**config.mk**
```make
export PLATFORM = sky130hd
export DESIGN_NAME = char_lcd_write_sequencer
export DESIGN_NICKNAME = d
export VERILOG_FILES = /design/src/sv/clws_pkg.sv /design/src/sv/char_lcd_write_sequencer.sv
export SDC_FILE = /design/constraint.sdc
export NUM_CORES = 1
export LEC_CHECK = 0
export ABC_AREA = 1
export BUFFER_PORTS_ARGS = -buffer_cell sky130_fd_sc_hd__buf_4
export CAP_MARGIN = 40
export CORE_UTILIZATION = 62
export DETAILED_ROUTE_END_ITERATION = 12
export PLACE_DENSITY = 0.84
export SLEW_MARGIN = 5
export SYNTH_ARGS = -nofsm -noshare
export SYNTH_HDL_FRONTEND = slang
export SYNTH_SLANG_ARGS = --single-unit
```
**constraint.sdc**
```tcl
create_clock -name clk -period 16.8 [get_ports clk]
set_input_delay 0.84 -clock clk [delete_from_list [all_inputs] [get_ports clk]]
set_output_delay 0.84 -clock clk [all_outputs]
set_load 0.02 [all_outputs]
```
**src/sv/clws_pkg.sv**
```systemverilog
// Package with the types, codes and address helpers of the character LCD write sequencer.
package clws_pkg;

  localparam int RunDepth = 10;
  localparam int RunIdxW  = 4;
  localparam int GlyphRows = 8;

  typedef enum logic [1:0] {
    OP_WRITE_CHAR = 2'd0,
    OP_SET_CURSOR = 2'd1,
    OP_CLEAR      = 2'd2,
    OP_LOAD_GLYPH = 2'd3
  } op_t;

  typedef enum logic [1:0] {
    REG_COLUMNS_PER_LINE = 2'd0,
    REG_LINES_IN_USE     = 2'd1,
    REG_WRAP_ENABLE      = 2'd2,
    REG_UNUSED           = 2'd3
  } reg_idx_t;

  localparam logic [7:0] CMD_SET_DDRAM = 8'h80;
  localparam logic [7:0] CMD_SET_CGRAM = 8'h40;
  localparam logic [7:0] CMD_CLEAR     = 8'h01;
  localparam logic [7:0] BASE_LINE1    = 8'h00;
  localparam logic [7:0] BASE_LINE2    = 8'h40;
  localparam logic [7:0] BASE_LINE3    = 8'h14;
  localparam logic [7:0] BASE_LINE4    = 8'h54;

  localparam logic [5:0] RST_COLUMNS = 6'd20;
  localparam logic [2:0] RST_LINES   = 3'd4;
  localparam logic       RST_WRAP    = 1'b1;

  typedef struct packed {
    logic [1:0]  operation;
    logic [7:0]  char_code;
    logic [2:0]  target_line;
    logic [5:0]  target_column;
    logic [3:0]  glyph_slot;
    logic [63:0] glyph_rows;
  } in_t;

  typedef struct packed {
    logic       register_select;
    logic [7:0] bus_byte;
    logic       last_of_run;
  } out_t;

  function automatic logic [7:0] line_base(input logic [2:0] line);
    logic [7:0] base;
    case (line)
      3'd2:    base = BASE_LINE2;
      3'd3:    base = BASE_LINE3;
      3'd4:    base = BASE_LINE4;
      default: base = BASE_LINE1;
    endcase
    return base;
  endfunction

  function automatic logic [7:0] addr_cmd(input logic [2:0] line, input logic [5:0] column);
    logic [7:0] pos;
    pos = line_base(line) + {2'b00, column} - 8'd1;
    return pos | CMD_SET_DDRAM;
  endfunction

  function automatic logic [2:0] clamp_line(input logic [2:0] v);
    logic [2:0] r;
    if (v == 3'd0) begin
      r = 3'd1;
    end else if (v > 3'd4) begin
      r = 3'd4;
    end else begin
      r = v;
    end
    return r;
  endfunction

endpackage

```
**src/sv/char_lcd_write_sequencer.sv**
```systemverilog
// Top level of the character LCD write sequencer: cursor tracking, run buffer and output register.
//
// Each accepted request is decoded into a run of bus writes that is registered into a
// ten-entry run buffer, and the cursor is updated at the same edge. The run buffer hands one
// write per cycle to the output register while the output is not stalled, so the request rate
// is set by the length of its run: a character write, a set cursor or a clear is a run of one
// write, a character write that changes line with wrap enabled a run of two, and a glyph load
// a run of ten. A new request is taken in the cycle in which the last write of the previous
// run moves to the output register, so single-write requests stream at one per cycle while
// the output is not stalled. A glyph slot above 7 produces no writes. The configuration port
// is always ready and should only be written while no run is pending.
module char_lcd_write_sequencer (
  input  logic                clk,
  input  logic                rst_n,
  input  logic                in_valid,
  output logic                in_ready,
  input  clws_pkg::in_t       in_data,
  output logic                out_valid,
  input  logic                out_ready,
  output clws_pkg::out_t      out_data,
  input  logic                cfg_valid,
  output logic                cfg_ready,
  input  clws_pkg::reg_idx_t  cfg_index,
  input  logic [5:0]          cfg_data
);

  logic [5:0] columns_r;
  logic [2:0] lines_r;
  logic       wrap_r;
  logic [2:0] cur_line_r, cur_line_nxt;
  logic [5:0] cur_col_r, cur_col_nxt;

  clws_pkg::out_t ent_r [clws_pkg::RunDepth];
  clws_pkg::out_t ent_nxt [clws_pkg::RunDepth];
  logic [clws_pkg::RunIdxW-1:0] cnt_r, cnt_nxt;
  logic [clws_pkg::RunIdxW-1:0] idx_r;

  logic           out_valid_r;
  clws_pkg::out_t out_data_r;

  logic in_fire;
  logic move;

  logic [2:0] lines_eff;
  logic [2:0] tl_eff;
  logic       newline;

  assign cfg_ready = 1'b1;
  assign move      = (idx_r != cnt_r) && (!out_valid_r || out_ready);
  assign in_ready  = (idx_r == cnt_r) || (move && ((idx_r + 1'b1) == cnt_r));
  assign in_fire   = in_valid && in_ready;
  assign out_valid = out_valid_r;
  assign out_data  = out_data_r;

  always_comb begin
    lines_eff    = clws_pkg::clamp_line(lines_r);
    tl_eff       = clws_pkg::clamp_line(in_data.target_line);
    cur_line_nxt = cur_line_r;
    cur_col_nxt  = cur_col_r;
    newline      = 1'b0;
    cnt_nxt      = '0;
    for (int i = 0; i < clws_pkg::RunDepth; i++) begin
      ent_nxt[i] = '{register_select: 1'b0, bus_byte: 8'h00, last_of_run: 1'b0};
    end
    case (clws_pkg::op_t'(in_data.operation))
      clws_pkg::OP_WRITE_CHAR: begin
        ent_nxt[0].register_select = 1'b1;
        ent_nxt[0].bus_byte        = in_data.char_code;
        if (({1'b0, cur_col_r} + 7'd1) <= {1'b0, columns_r}) begin
          cur_col_nxt = cur_col_r + 6'd1;
        end else if (({1'b0, cur_line_r} + 4'd1) <= {1'b0, lines_eff}) begin
          cur_line_nxt = cur_line_r + 3'd1;
          cur_col_nxt  = 6'd1;
          newline      = 1'b1;
        end else begin
          cur_line_nxt = 3'd1;
          cur_col_nxt  = 6'd1;
          newline      = 1'b1;
        end
        if (newline && wrap_r) begin
          ent_nxt[1].bus_byte    = clws_pkg::addr_cmd(cur_line_nxt, cur_col_nxt);
          ent_nxt[1].last_of_run = 1'b1;
          cnt_nxt                = 4'd2;
        end else begin
          ent_nxt[0].last_of_run = 1'b1;
          cnt_nxt                = 4'd1;
        end
      end
      clws_pkg::OP_SET_CURSOR: begin
        cur_line_nxt           = tl_eff;
        cur_col_nxt            = in_data.target_column;
        ent_nxt[0].bus_byte    = clws_pkg::addr_cmd(tl_eff, in_data.target_column);
        ent_nxt[0].last_of_run = 1'b1;
        cnt_nxt                = 4'd1;
      end
      clws_pkg::OP_CLEAR: begin
        cur_line_nxt           = 3'd1;
        cur_col_nxt            = 6'd1;
        ent_nxt[0].bus_byte    = clws_pkg::CMD_CLEAR;
        ent_nxt[0].last_of_run = 1'b1;
        cnt_nxt                = 4'd1;
      end
      clws_pkg::OP_LOAD_GLYPH: begin
        if (!in_data.glyph_slot[3]) begin
          ent_nxt[0].bus_byte = clws_pkg::CMD_SET_CGRAM | {2'b00, in_data.glyph_slot[2:0], 3'b000};
          for (int r = 0; r < clws_pkg::GlyphRows; r++) begin
            ent_nxt[r + 1].register_select = 1'b1;
            ent_nxt[r + 1].bus_byte        = in_data.glyph_rows[8*r +: 8];
          end
          ent_nxt[clws_pkg::RunDepth-1].bus_byte    = clws_pkg::addr_cmd(cur_line_r, cur_col_r);
          ent_nxt[clws_pkg::RunDepth-1].last_of_run = 1'b1;
          cnt_nxt = clws_pkg::RunIdxW'(clws_pkg::RunDepth);
        end
      end
      default: begin
        cnt_nxt = '0;
      end
    endcase
  end

  always_ff @(posedge clk) begin
    if (!rst_n) begin
      columns_r  <= clws_pkg::RST_COLUMNS;
      lines_r    <= clws_pkg::RST_LINES;
      wrap_r     <= clws_pkg::RST_WRAP;
      cur_line_r <= 3'd1;
      cur_col_r  <= 6'd1;
      cnt_r      <= '0;
      idx_r      <= '0;
      out_valid_r <= 1'b0;
    end else begin
      if (cfg_valid) begin
        case (cfg_index)
          clws_pkg::REG_COLUMNS_PER_LINE: columns_r <= cfg_data;
          clws_pkg::REG_LINES_IN_USE:     lines_r   <= cfg_data[2:0];
          clws_pkg::REG_WRAP_ENABLE:      wrap_r    <= cfg_data[0];
          default: begin
          end
        endcase
      end
      if (in_fire) begin
        cur_line_r <= cur_line_nxt;
        cur_col_r  <= cur_col_nxt;
        cnt_r      <= cnt_nxt;
        idx_r      <= '0;
      end else if (move) begin
        idx_r <= idx_r + 1'b1;
      end
      if (move) begin
        out_valid_r <= 1'b1;
      end else if (out_ready) begin
        out_valid_r <= 1'b0;
      end
    end
  end

  always_ff @(posedge clk) begin
    if (in_fire) begin
      for (int i = 0; i < clws_pkg::RunDepth; i++) begin
        ent_r[i] <= ent_nxt[i];
      end
    end
    if (move) begin
      out_data_r <= ent_r[idx_r];
    end
  end

endmodule

```
# Word level (Yosys, flattened, before mapping)
# Memory sizes are Yosys's and may differ from the RTL's. A register that Yosys moved wholly into a read port is not among the register bits.
# Cells that the tools add are included.
# totals
ff_bits	28
ramBits	100
out_inout_bits	13
wordCells	115
mem_count	1
# memory_table
memory	depth	word_bits	rd	rd_clocked_by_memory_dff	wr	line_no	rtl
ent_r	10	10	1	1	10	char_lcd_write_sequencer.sv:33	clws_pkg::out_t ent_r [clws_pkg::RunDepth];
# op_classes
add_sub_neg	11
magnitude_cmp	4
eq_ne	17
mux	54
n_bitwise	1
reduce_logical	19
# ops
cell	n
$mux 9	18
$pmux 7 s3	3
$mux 7	6
$pmux 8 s4	1
$add 7x6->7	3
$mux 3	7
$sub 7x1->7 const B	3
$eq 3x2->1 const B	6
$pmux 6 s3	1
$pmux 8 s2	1
$mux 6	2
$pmux 4 s3	1
$mux 1	10
$eq 3x3->1 const B	3
$pmux 3 s3	1
$eq 4x4->1	2
$reduce_and 2->1	4
$add 6x1->7 const B	1
$le 7x6->1	1
$add 6x1->6 const B	1
$eq 2x2->1 const B	3
$gt 3x3->1 const B	2
$logic_not 3->1	2
$add 3x1->4 const B	1
other kinds (16)	23

# Logic depth before layout (Yosys ltp)
# depth
ltp_word	15
mapped_depth	29
mapped_depth_nobuf	29

# Worst setup path before layout
# Ideal clock, no wire load.
# synth_path
path_kind	input to register
startpoint	input port out_ready
endpoint	memory ent_r[0][0] in the netlist's numbering (enable)
setup_time_ns	0.552
t_arrival_ns	5.283
required_ns	16.248
setup_slack_ns	10.965
cell_stages	4
n_path_buf	0
cell_sequence	nor2_1 -> nor2_4 -> nand3_2 -> a21boi_1
# synth_rtl
element	line_no	rtl
start, declared	char_lcd_write_sequencer.sv:19	input logic out_ready,
end, declared	char_lcd_write_sequencer.sv:33	

==> flow_summary.json <==
{
  "placement.setup.worst_slack_ns": 12.68,
  "cpMaxStageDelayCell": "sky130_fd_sc_hd__dfxtp_1",
  "clock_latency_ns": 0.54,
  "ff2ff_setup_slack_ns": 12.60,
  "total_leakage_power_nw": 3.96,
  "synth_xor_xnor_area_share_pct": 1.64,
  "hold_buffers_post_cts": 0,
  "post-synth-top-count-cell": "sky130_fd_sc_hd__inv_1",
  "synth_mux_area_share_pct": 0,
  "grt_first_pass_wirelength_mm": 29.4,
  "synthAdderAreaFrac_pct": 8.15,
  "placement.io_buffers": 111,
  "floorplan.die.width_um": 107,
  "cts_max_level": 4,
  "core-area_sq_mm": 0.0108,
  "ys_async_sr_fraction_pct": 0,
  "part_of_the_yosys_area_used_for_sequential_elements_pct": 48.9,
  "clock_tree.buffer_depth": 2,
  "postSynthCellCount": 803,
  "yosys_register_bits": 121,
  "worstHoldPathType": "reg2reg",
  "synth-compound-area-share_pct": 13.3,
  "route.vias.total": 6090,
  "vias_in_the_first_global_route": 6010,
  "status": "complete, no violations",
  "worst_path_most_repeated_cell": "sky130_fd_sc_hd__nand2_1",
  "ctsRootBufferMaster": "sky130_fd_sc_hd__clkbuf_8",
  "cts.repair_timing.setup_buffer_count": 0,
  "setup_viol": 0,
  "tritoncts.num_buffers": 17,
  "placement_rows": 38,
  "via_per_instance_ratio": 5.73,
  "post_cts_resized": 0,
  "synth_cell_type_count": 44,
  "area_of_the_multi_input_gates_sq_mm": 0.00285,
  "tritoncts_clock_tree": "built",
  "hold_viol": 0,
  "number_of_antenna_violations_at_the_first_check_in_global_routing": 0,
  "reg2regPathDepth": 27,
  "edff_count_synth": 94,
  "synth-warning-count": 0,
  "ant_nets": 0,
  "worstSetupEndpoint": "ent_r[1][7]",
  "max_cap_viols": 0,
  "setup_tns_final_ns": 0,
  "drive_above_1_share_pct": 18.2,
  "postLayoutSetupSlackWorst_ns": 12.60,
  "grtUsageTotal_pct": 34.0,
  "fmaxAchievable_ghz": 0.238,
  "drc_errors": 0,
  "synth-main-ff-cell": "sky130_fd_sc_hd__edfxtp_1",
  "layout.area.seq_sq_mm": 0.00336,
  "ys_top_cells_by_count": "141 x sky130_fd_sc_hd__inv_1, 134 x sky130_fd_sc_hd__nor2_1, 114 x sky130_fd_sc_hd__nand2_1, 94 x sky130_fd_sc_hd__edfxtp_1, 71 x sky130_fd_sc_hd__o21ai_0",
  "netlist_area_sq_mm": 0.00688,
  "worst-endpoint-required_ns": 17.09,
  "combinational_family_with_the_most_area_after_synthesis": "simple AND/OR/NAND/NOR gates",
  "routabilityCongestion": 0.885,
  "yosys.area.top_type": "sky130_fd_sc_hd__edfxtp_1",
  "hold-path-cell-count": 2,
  "finish.net_count": 1054,
  "synth.avg_cell_area_sq_um": 8.57,
  "fp.dieH_um": 107,
  "reg2reg_to": "ent_r[1][7]",
  "cp-start-kind": "flip-flop",
  "drt_first_pass_iters": 5,
  "timing_worst_slew_pin_value_ns": 0.877,
  "power.ir.vdd_worst_mv": 0.0960,
  "rsz0062_at_grt": "no",
  "fillers": 740,
  "worstSetupStartpoint": "cur_col_r[0]",
  "drt_iter0_markers": 683,
  "drt-wirelength-per-cell_um": 17.6,
  "grt_start_max_net_pins": 60,
  "floorplan.io_pins": 113,
  "finalCriticalPeriod_ns": 4.20,
  "kind_of_capture_point_of_the_worst_setup_path": "flip-flop",
  "tritoncts_num_sinks": 121,
  "min_period_over_period_pct": 25.0,
  "die-area_sq_mm": 0.0115,
  "synth.area.top_cells": "sky130_fd_sc_hd__edfxtp_1 41%, sky130_fd_sc_hd__dfxtp_1 7.9%, sky130_fd_sc_hd__inv_1 7.7%",
  "gr-total-overflow": 0,
  "critical_path_class": "reg2reg",
  "timing.slew.headroom_pct": 41.5,
  "detailed_place_hpwl_mm": 12.7,
  "worst_r2r_startpoint": "cur_col_r[0]",
  "synthesis_to_finish_area_growth_pct": 22.2,
  "detail_route.wirelength_mm": 18.7,
  "worst_ep_arrival_time_ns": 4.49,
  "p_per_area_mw_per_mm2": 181,
  "max_stage_delay_ns": 0.49,
  "yosys.area_share.simple_pct": 18.2,
  "critical_path_peak_fanout": 10,
  "mappedNetlistNets": 946,
  "yosysTopAreaCellShare_pct": 41.0,
  "final_core_utilization_pct": 77.5,
  "final_antenna_diode_count": 0,
  "worst_path_clk_slew_ns": 0.06,
  "timing_max_transition_violations_final": 0,
  "fin_skew_ns": 0.00745,
  "initial_utilization_pct": 63.4
}
==> metal layers <==
metal  vias to the layer above  GRT usage (%)  share of wire, %
met4                         0           16.2               4.0
met1                      2798           40.4                38
li1                       2863              -                 -
met5                         -              0                 0
met2                       357           59.2                50
met3                        72           6.72               8.0
==> cells in the final DEF (no fill, tap or decap), types with 3 or more instances in the layout <==
| cell type | n |
|---|---|
| sky130_fd_sc_hd__buf_4 | 115 |
| sky130_fd_sc_hd__o22ai_1 | 14 |
| sky130_fd_sc_hd__nand3_2 | 3 |
| sky130_fd_sc_hd__inv_6 | 3 |
| sky130_fd_sc_hd__fa_1 | 3 |
| sky130_fd_sc_hd__inv_1 | 141 |
| sky130_fd_sc_hd__nor3_1 | 3 |
| sky130_fd_sc_hd__clkinv_4 | 4 |
| sky130_fd_sc_hd__clkbuf_16 | 16 |
| sky130_fd_sc_hd__o21ai_0 | 71 |
| sky130_fd_sc_hd__nor2_1 | 134 |
| sky130_fd_sc_hd__dfxtp_1 | 27 |
| sky130_fd_sc_hd__a21oi_1 | 31 |
| sky130_fd_sc_hd__edfxtp_1 | 94 |
| sky130_fd_sc_hd__nand3b_1 | 3 |
| sky130_fd_sc_hd__xor2_1 | 9 |
| sky130_fd_sc_hd__o221ai_1 | 9 |
| sky130_fd_sc_hd__or2_2 | 5 |
| sky130_fd_sc_hd__nand2_1 | 114 |
| sky130_fd_sc_hd__nand3_1 | 27 |
| sky130_fd_sc_hd__o21ai_1 | 5 |
| sky130_fd_sc_hd__o211ai_1 | 13 |
| sky130_fd_sc_hd__ha_1 | 40 |
| sky130_fd_sc_hd__o31ai_1 | 5 |
| sky130_fd_sc_hd__bufinv_16 | 3 |
==> stage by stage <==
step,cells,hold WS [ns],instance area (sq um),total power [mW]
final,1063,0.470,8400,1.52
after global routing,1063,0.511,8400,1.61
after CTS,1063,0.472,8400,1.51
after detailed placement,1032,0.463,7820,1.14
after global placement,1031,0.462,7790,1.11
after floorplan,803,0.436,6880,0.953
==> critical path: cells and delay by family (launching register included) <==
| family | cells | cell delay (ns) |
|---|---|---|
| buffers and inverters | 3 | 0.17 |
| adder cells (fa/ha/maj) | 3 | 0.81 |
| XOR/XNOR | 1 | 0.27 |
| AO/OA/AOI/OAI | 3 | 0.49 |
| AND/OR/NAND/NOR | 17 | 1.71 |
| flip-flops | 1 | 0.49 |
==> report_power, final <==
group	leakage (nW)	switching [mW]	internal (mW)	total, mW
Sequential	1.15	0.0435	0.457	0.500
Clock	0.286	0.139	0.226	0.365
Combinational	2.52	0.429	0.225	0.654
==> final cells by class <==
class	instances	share of cell area, %
tap	140	2.08
multi-input combinational	511	34.0
clock inverter	14	2.06
sequential	121	40.0
clock buffer	17	4.93
inverter	144	6.43
timing repair buffer	116	10.5
==> cells by family after synthesis <==
family                   count (synthesis)
other                                    1
XOR/XNOR                                12
AO/OA/AOI/OAI                          157
flip-flops                             121
adder cells (fa/ha/maj)                 43
buffers and inverters                  171
AND/OR/NAND/NOR                        298
==> flip-flops by register name, summed over array words and instances (netlist names) <==
register	cells
cnt_r	3
out_valid	1
cur_line_r	3
lines_r	3
ent_r	84
wrap_r	1
out_data	10
idx_r	4
columns_r	6
cur_col_r	6
==> worst min path at each step <==
stage	from	to	slack, ns
after floorplan	columns_r[1]	columns_r[1]	0.44
after global placement	columns_r[1]	columns_r[1]	0.46
after detailed placement	columns_r[1]	columns_r[1]	0.46
after CTS	columns_r[1]	columns_r[1]	0.47
after global routing	columns_r[3]	columns_r[3]	0.51
final	columns_r[1]	columns_r[1]	0.47
Power figures use the tool's default switching activity.
